===== src/hw/rtl/utfv_pkg.sv =====
// shared types and constants for the utf-8 style varint decoder
package utfv_pkg;

  localparam int unsigned ByteW  = 8;
  localparam int unsigned ValueW = 21;
  localparam int unsigned StatW  = 2;
  localparam int unsigned CountW = 2;

  // completion status codes
  typedef enum logic [StatW-1:0] {
    ST_OK          = 2'd0,
    ST_STRAY       = 2'd1,
    ST_OVERLONG    = 2'd2,
    ST_UNSUPPORTED = 2'd3
  } status_t;

  // continuation counts of the three multi-byte code sizes
  localparam logic [CountW-1:0] CNT_NONE  = 2'd0;
  localparam logic [CountW-1:0] CNT_TWO   = 2'd1;
  localparam logic [CountW-1:0] CNT_THREE = 2'd2;
  localparam logic [CountW-1:0] CNT_FOUR  = 2'd3;

  // highest values that count as overlong for each code size
  localparam logic [ValueW-1:0] FLOOR_TWO   = 21'h00007F;
  localparam logic [ValueW-1:0] FLOOR_THREE = 21'h0007FF;
  localparam logic [ValueW-1:0] FLOOR_FOUR  = 21'h00FFFF;

  // decode state carried from byte to byte
  typedef struct packed {
    logic [ValueW-1:0] acc;
    logic [CountW-1:0] remaining;
    logic [CountW-1:0] code_len;
  } utfv_state_t;

  // result produced by one byte
  typedef struct packed {
    logic              vld;
    logic [ValueW-1:0] value;
    status_t           status;
  } utfv_result_t;

endpackage


===== src/hw/rtl/utfv_if.sv =====
// handshake channel interfaces for the byte input and the decoded result
interface utfv_in_if
  import utfv_pkg::*;
();
  logic             valid;
  logic             ready;
  logic [ByteW-1:0] in_byte;

  modport source (output valid, output in_byte, input ready);
  modport sink   (input valid, input in_byte, output ready);
endinterface

interface utfv_out_if
  import utfv_pkg::*;
();
  logic              valid;
  logic              ready;
  logic [ValueW-1:0] value;
  logic [StatW-1:0]  status;

  modport source (output valid, output value, output status, input ready);
  modport sink   (input valid, input value, input status, output ready);
endinterface


===== src/hw/rtl/utfv_step.sv =====
// one-byte decode step: next state and optional result from current state
module utfv_step
  import utfv_pkg::*;
(
  input  utfv_state_t      st,
  input  logic [ByteW-1:0] byte_in,
  output utfv_state_t      st_nxt,
  output utfv_result_t     res
);

  logic [ValueW-1:0] acc_shift;
  logic [ValueW-1:0] floor_v;

  assign acc_shift = {st.acc[ValueW-7:0], byte_in[5:0]};

  always_comb begin
    case (st.code_len)
      CNT_TWO:   floor_v = FLOOR_TWO;
      CNT_THREE: floor_v = FLOOR_THREE;
      default:   floor_v = FLOOR_FOUR;
    endcase
  end

  always_comb begin
    st_nxt     = st;
    res.vld    = 1'b0;
    res.value  = '0;
    res.status = ST_OK;
    if (st.remaining == CNT_NONE) begin
      // lead byte
      case (byte_in) inside
        [8'h00:8'h7F]: begin
          res.vld   = 1'b1;
          res.value = ValueW'(byte_in);
        end
        [8'h80:8'hBF]: begin
          res.vld    = 1'b1;
          res.status = ST_STRAY;
        end
        [8'hC0:8'hDF]: begin
          st_nxt.acc       = ValueW'(byte_in[4:0]);
          st_nxt.remaining = CNT_TWO;
          st_nxt.code_len  = CNT_TWO;
        end
        [8'hE0:8'hEF]: begin
          st_nxt.acc       = ValueW'(byte_in[3:0]);
          st_nxt.remaining = CNT_THREE;
          st_nxt.code_len  = CNT_THREE;
        end
        [8'hF0:8'hF7]: begin
          st_nxt.acc       = ValueW'(byte_in[2:0]);
          st_nxt.remaining = CNT_FOUR;
          st_nxt.code_len  = CNT_FOUR;
        end
        default: begin
          res.vld    = 1'b1;
          res.status = ST_UNSUPPORTED;
        end
      endcase
    end else begin
      // continuation, top bits ignored
      st_nxt.acc       = acc_shift;
      st_nxt.remaining = st.remaining - CountW'(1);
      if (st.remaining == CNT_TWO) begin
        st_nxt.acc      = '0;
        st_nxt.code_len = CNT_NONE;
        res.vld         = 1'b1;
        if (acc_shift <= floor_v) begin
          res.status = ST_OVERLONG;
        end else begin
          res.value = acc_shift;
        end
      end
    end
  end

endmodule


===== src/hw/rtl/utf8_style_varint_decoder.sv =====
// top level of the utf-8 style varint decoder
//
//   channel   dir  ports                          beat carries
//   in_bus    in   valid ready in_byte            one byte of the stream
//   out_bus   out  valid ready value status       one decoded value
//
// one byte per cycle while out_bus does not stall; a byte that completes a
// code goes through the input register, then the result register
// the decode step is a few compares and a 6-bit shift between the two
// registers, so a new byte can enter every cycle
// rst_n is synchronous, active low; it empties both registers and clears
// the decode state
// when out_bus stalls, bytes that give no result still drain; a byte that
// gives a result waits in the input register and in_bus.ready drops
module utf8_style_varint_decoder
  import utfv_pkg::*;
(
  input  logic        clk,
  input  logic        rst_n,
  utfv_in_if.sink     in_bus,
  utfv_out_if.source  out_bus
);

  // input register
  logic             s1_vld_r;
  logic [ByteW-1:0] s1_byte_r;

  // decode state across bytes of one code
  utfv_state_t  st_r;
  utfv_state_t  st_nxt;
  utfv_result_t res;

  // result register
  logic              out_vld_r;
  logic [ValueW-1:0] out_value_r;
  status_t           out_status_r;

  logic out_free;  // result register can take a new beat this cycle
  logic s1_go;     // byte in the input register is consumed
  logic in_rdy;

  utfv_step u_step (
    .st      (st_r),
    .byte_in (s1_byte_r),
    .st_nxt  (st_nxt),
    .res     (res)
  );

  assign out_free = !out_vld_r || out_bus.ready;
  // a byte with no result never waits on the output side
  assign s1_go    = s1_vld_r && (!res.vld || out_free);
  assign in_rdy   = !s1_vld_r || s1_go;

  always_ff @(posedge clk) begin
    if (!rst_n) begin
      s1_vld_r  <= 1'b0;
      st_r      <= '0;
      out_vld_r <= 1'b0;
    end else begin
      if (in_rdy) begin
        s1_vld_r <= in_bus.valid;
      end
      if (s1_go) begin
        st_r <= st_nxt;
      end
      if (out_free) begin
        out_vld_r <= s1_vld_r && res.vld;
      end
    end
  end

  // payload registers, no reset needed
  always_ff @(posedge clk) begin
    if (in_rdy && in_bus.valid) begin
      s1_byte_r <= in_bus.in_byte;
    end
    if (out_free && s1_vld_r && res.vld) begin
      out_value_r  <= res.value;
      out_status_r <= res.status;
    end
  end

  assign in_bus.ready   = in_rdy;
  assign out_bus.valid  = out_vld_r;
  assign out_bus.value  = out_value_r;
  assign out_bus.status = out_status_r;

endmodule


===== src/flat_wrapper.sv =====
// flat-port wrapper written by rule: the top's interface ports become plain ports
module utf8_style_varint_decoder_flat import utfv_pkg::*;
  (clk, rst_n, in_bus_valid, in_bus_in_byte, in_bus_ready, out_bus_valid, out_bus_value, out_bus_status, out_bus_ready);
  utfv_in_if in_bus_i ();
  utfv_out_if out_bus_i ();
  input  logic clk;
  input  logic rst_n;
  input wire logic [$bits(in_bus_i.valid)-1:0] in_bus_valid;
  input wire logic [$bits(in_bus_i.in_byte)-1:0] in_bus_in_byte;
  output wire logic [$bits(in_bus_i.ready)-1:0] in_bus_ready;
  output wire logic [$bits(out_bus_i.valid)-1:0] out_bus_valid;
  output wire logic [$bits(out_bus_i.value)-1:0] out_bus_value;
  output wire logic [$bits(out_bus_i.status)-1:0] out_bus_status;
  input wire logic [$bits(out_bus_i.ready)-1:0] out_bus_ready;
  assign in_bus_i.valid = in_bus_valid;
  assign in_bus_i.in_byte = in_bus_in_byte;
  assign in_bus_ready = in_bus_i.ready;
  assign out_bus_valid = out_bus_i.valid;
  assign out_bus_value = out_bus_i.value;
  assign out_bus_status = out_bus_i.status;
  assign out_bus_i.ready = out_bus_ready;
  utf8_style_varint_decoder u_core (.clk(clk), .rst_n(rst_n), .in_bus(in_bus_i), .out_bus(out_bus_i));
endmodule

===== config.mk =====
export PLATFORM = sky130hd
export DESIGN_NAME = utf8_style_varint_decoder_flat
export DESIGN_NICKNAME = d
export VERILOG_FILES = /design/src/hw/rtl/utfv_pkg.sv /design/src/hw/rtl/utfv_if.sv /design/src/hw/rtl/utfv_step.sv /design/src/hw/rtl/utf8_style_varint_decoder.sv /design/src/flat_wrapper.sv
export SDC_FILE = /design/constraint.sdc
export NUM_CORES = 1
export LEC_CHECK = 0
export ABC_AREA = 1
export BUFFER_PORTS_ARGS = -buffer_cell sky130_fd_sc_hd__clkbuf_2
export CORE_ASPECT_RATIO = 0.7
export CORE_MARGIN = 2
export CORE_UTILIZATION = 30
export CTS_CLUSTER_SIZE = 20
export DETAILED_ROUTE_END_ITERATION = 10
export PLACE_DENSITY_LB_ADDON = 0.05
export SYNTH_ARGS = -nofsm -noshare
export SYNTH_HDL_FRONTEND = slang
export SYNTH_SLANG_ARGS = --single-unit

===== constraint.sdc =====
create_clock -name clk -period 3.1 [get_ports clk]
set_input_delay 0.93 -clock clk [delete_from_list [all_inputs] [get_ports clk]]
set_output_delay 0.93 -clock clk [all_outputs]
set_load 0.01 [all_outputs]

==> summary.txt <==
Status
  – Outcome: finished, final reports clean

STA
  – Clock Skew: 0.00326 ns
  – Worst-margin pin slew: 0.864 ns
  – F_max: 368 MHz
  – Max-slew headroom: 42.3%
  – Tcrit/Tclk final: 87.7%
  – Final hold vios: 0
  – Final setup violating endpoints: 0
  – RSZ-0062 raised after global routing: false
  – Min Tclk post-route: 2.72 ns
  – Setup TNS: 0 ns
  – Slew Limit Fails: 0
  – Final WS setup: 0.382 ns

Worst setup path
  – Worst setup EP type: output port
  – R2r startpoint: u_core.st_r[1]$_SDFFE_PN0P_
  – CP max stage cell: dfxtp_1
  – CP top delay family: simple AND/OR/NAND/NOR gates
  – CP Depth: 5
  – Slowest stage delay, CP: 0.50 ns
  – CP Cell Sequence: nor2_2 -> nand2_2 -> nand2_1 -> nand3_1 -> clkbuf_2
  – Worst Reg-to-Reg Cells: 12
  – Data arrival time of the critical path: 1.79 ns
  – Critical Path RT: 2.17 ns
  – Worst path buffer plus inverter count: 1
  – Worst Setup Start Kind: flip-flop
  – CP max FO: 13
  – WS Path Type: reg -> out
  – CP Launch Point: u_core.st_r[3]$_SDFFE_PN0P_

Power and ir drop
  – Sw power: 0.368 mW
  – Max VDD drop: 0.235 mV
  – Pwr/cell area: 536 nW/um^2
  – Clock group share of total power: 35.4%
  – Net Sw Frac: 24.6%
  – Combinational Power Share: 11.2%
  – Pwr Total: 1.49 mW
  – Seq pwr share: 53.4%
  – Leak pwr: 1.13 nW
  – Internal power: 1.13 mW

Worst hold path
  – Worst hold path startpoint: u_core.st_r[1]$_SDFFE_PN0P_
  – Worst hold path type: reg -> reg
  – Worst Hold Depth: 2

Layout
  – Layout cells sized above 1: 25.8%
  – Register area: 1350 um^2
  – ANT cells: 0
  – Commonest non-fill, non-tap cell in the layout: clkbuf_2
  – Multi-input logic area: 857 um^2
  – Final net count: 293
  – # fillers: 832
  – Area Overhead vs Synth: 17.4%
  – Design area: 2790 um^2
  – Most frequent cells in the layout: clkbuf_2, nand2_1, edfxtp_1

CTS
  – # Post-CTS Setup Buffers: 0
  – Worst-path clk slew: 0.06 ns
  – Clk buf depth: 2
  – Clock root buffer: clkbuf_16
  – Post_cts resized: 0
  – CTS tree: built
  – H-tree depth: 2
  – CTS Sinks: 52
  – Worst-skew pair later-pin latency: 0.28 ns
  – CTS Hold Bufs: 0
  – CTS buffer count: 5

Synthesis
  – Post-synth EDFFs: 31
  – Syn Inst Count: 235
  – Post-synth top area cell: edfxtp_1
  – Syn Std Cell Area: 2370 um^2
  – Largest cells by area after synthesis: edfxtp_1, dfxtp_1, nand2_1
  – Yosys synthesis warning count: 0
  – Post-synthesis net count: 254
  – Cell variety after synth: 27
  – Post-synth ARST share: 0%
  – Synth top area share: 39.2%
  – Synth Flop Type: edfxtp_1
  – Sequential area share after synthesis: 56.9%
  – Syn_area_per_cell: 10.1 um^2
  – Seq cells post-synth: 52

Drt
  – DR vias/cell: 4.42
  – DRT Wirelength: 5.14 mm
  – Drt drc: 0
  – WL/cell: 13.7 um
  – Initial DRC Count: 39
  – Final ANT Viol Nets: 0
  – Initial DRT Pass Iterations: 4
  – DR vias: 1662

Placement
  – Input/output buffers: 36
  – Routability cong.: 0.808
  – DPL Wire Length: 3.74 mm
  – Placed inst area: 2650 um^2
  – Post-placement worst setup slack: 0.669 ns

Global routing
  – Met1 usage: 21.7%
  – First-pass GRT wire length: 8.49 mm
  – GR peak layer: met1
  – Vias in the first global route: 1574
  – M2 GR Usage: 16.7%
  – Initial antenna violation count: 0
  – Met3 Usage GRT: 2.99%
  – Grt ovf: 0
  – Largest net degree at the start of global routing: 29
  – GRT Resource Usage Total: 13.2%

Floorplanning
  – Die area: 8650 um^2
  – Die Width: 110 um
  – Die H: 78.4 um
  – Initial Util: 30.5%
  – # IOs: 37
  – Cell row count: 27
  – Core ar.: 7770 um^2

Job
  – Max Cap Violations: 0
==> routing by layer <==
layer  share of wire (%)  vias to the layer above
met5                   0                        -
li1                    -                      877
met1                  58                      745
met4                 1.1                        0
met3                 5.0                        5
met2                  36                       35
==> cells in the mapped netlist (2+ instances only) <==
cell,count
nand2_4,4
nor2_1,26
nand2_2,3
a21oi_1,20
ha_1,7
nand2_1,34
dfxtp_1,21
clkbuf_1,2
a211oi_2,10
a21oi_2,4
inv_1,26
inv_2,2
nand3_1,25
buf_6,3
edfxtp_1,31
nor3_1,2
o21ai_0,5
==> power groups by stage <==
stage / clock, mW / combinational (mW) / sequential [mW]
after global placement: 0 / 0.170 / 0.813
after CTS: 0.543 / 0.169 / 0.798
after detailed placement: 0 / 0.168 / 0.813
after floorplan: 0 / 0.113 / 0.812
final: 0.529 / 0.167 / 0.797
after global routing: 0.579 / 0.189 / 0.802
==> kinds of logic (layout without fill, tap and decap cells) <==
| family | Yosys count | in the layout | synth area share (%) |
|---|---|---|---|
| simple gates | 98 | 98 | 19.5 |
| fa+ha+maj | 7 | 7 | 3.69 |
| buf+inv | 36 | 76 | 7.06 |
| flops | 52 | 52 | 56.9 |
| compound gates | 42 | 42 | 12.9 |
==> state kept, by name, indices dropped and copies added, names as in the netlist <==
signal and cells:
u_core.s1_vld_r 1, u_core.out_bus.valid 1, u_core.out_bus.value 21, u_core.st_r 19
u_core.s1_byte_r 8, u_core.out_bus.status 2
==> cell type report <==
cell class                      instances  area share (%)
Sequential cell                        52            48.5
Multi-Input combinational cell        147            30.7
Timing Repair Buffer                   39            7.27
Clock buffer                            7            4.76
Tap cell                              101            4.53
Inverter                               29            4.08
Clock inverter                          1           0.135
==> worst paths after layout <==
| check | endpoint | slack (ns) |
|---|---|---|
| setup reg to reg | u_core.out_bus.value[18]$_SDFFCE_PP0P_ | 0.97 |
| hold / removal | u_core.st_r[1]$_SDFFE_PN0P_ | 0.46 |
| hold reg to reg | u_core.st_r[1]$_SDFFE_PN0P_ | 0.46 |
| setup / recovery | in_bus_ready | 0.38 |
==> worst register-to-register path: cells and delay by family (launching register included) <==
family	cells	cell delay (ns)
adder cells (fa/ha/maj)	2	0.54
AND/OR/NAND/NOR	7	0.66
buffers and inverters	2	0.22
AO/OA/AOI/OAI	1	0.15
flip-flops	1	0.33
==> per-stage QoR <==
stage / instances / utilization [%] / hold slack (ns)
finish: 376 / 35.9 / 0.462
floorplan: 235 / - / 0.439
global route: 376 / 35.9 / 0.520
detailed placement: 368 / 34.1 / 0.454
CTS: 376 / 35.9 / 0.463
global placement: 368 / 34.1 / 0.458
No activity file was read; power rests on OpenSTA's default activity.
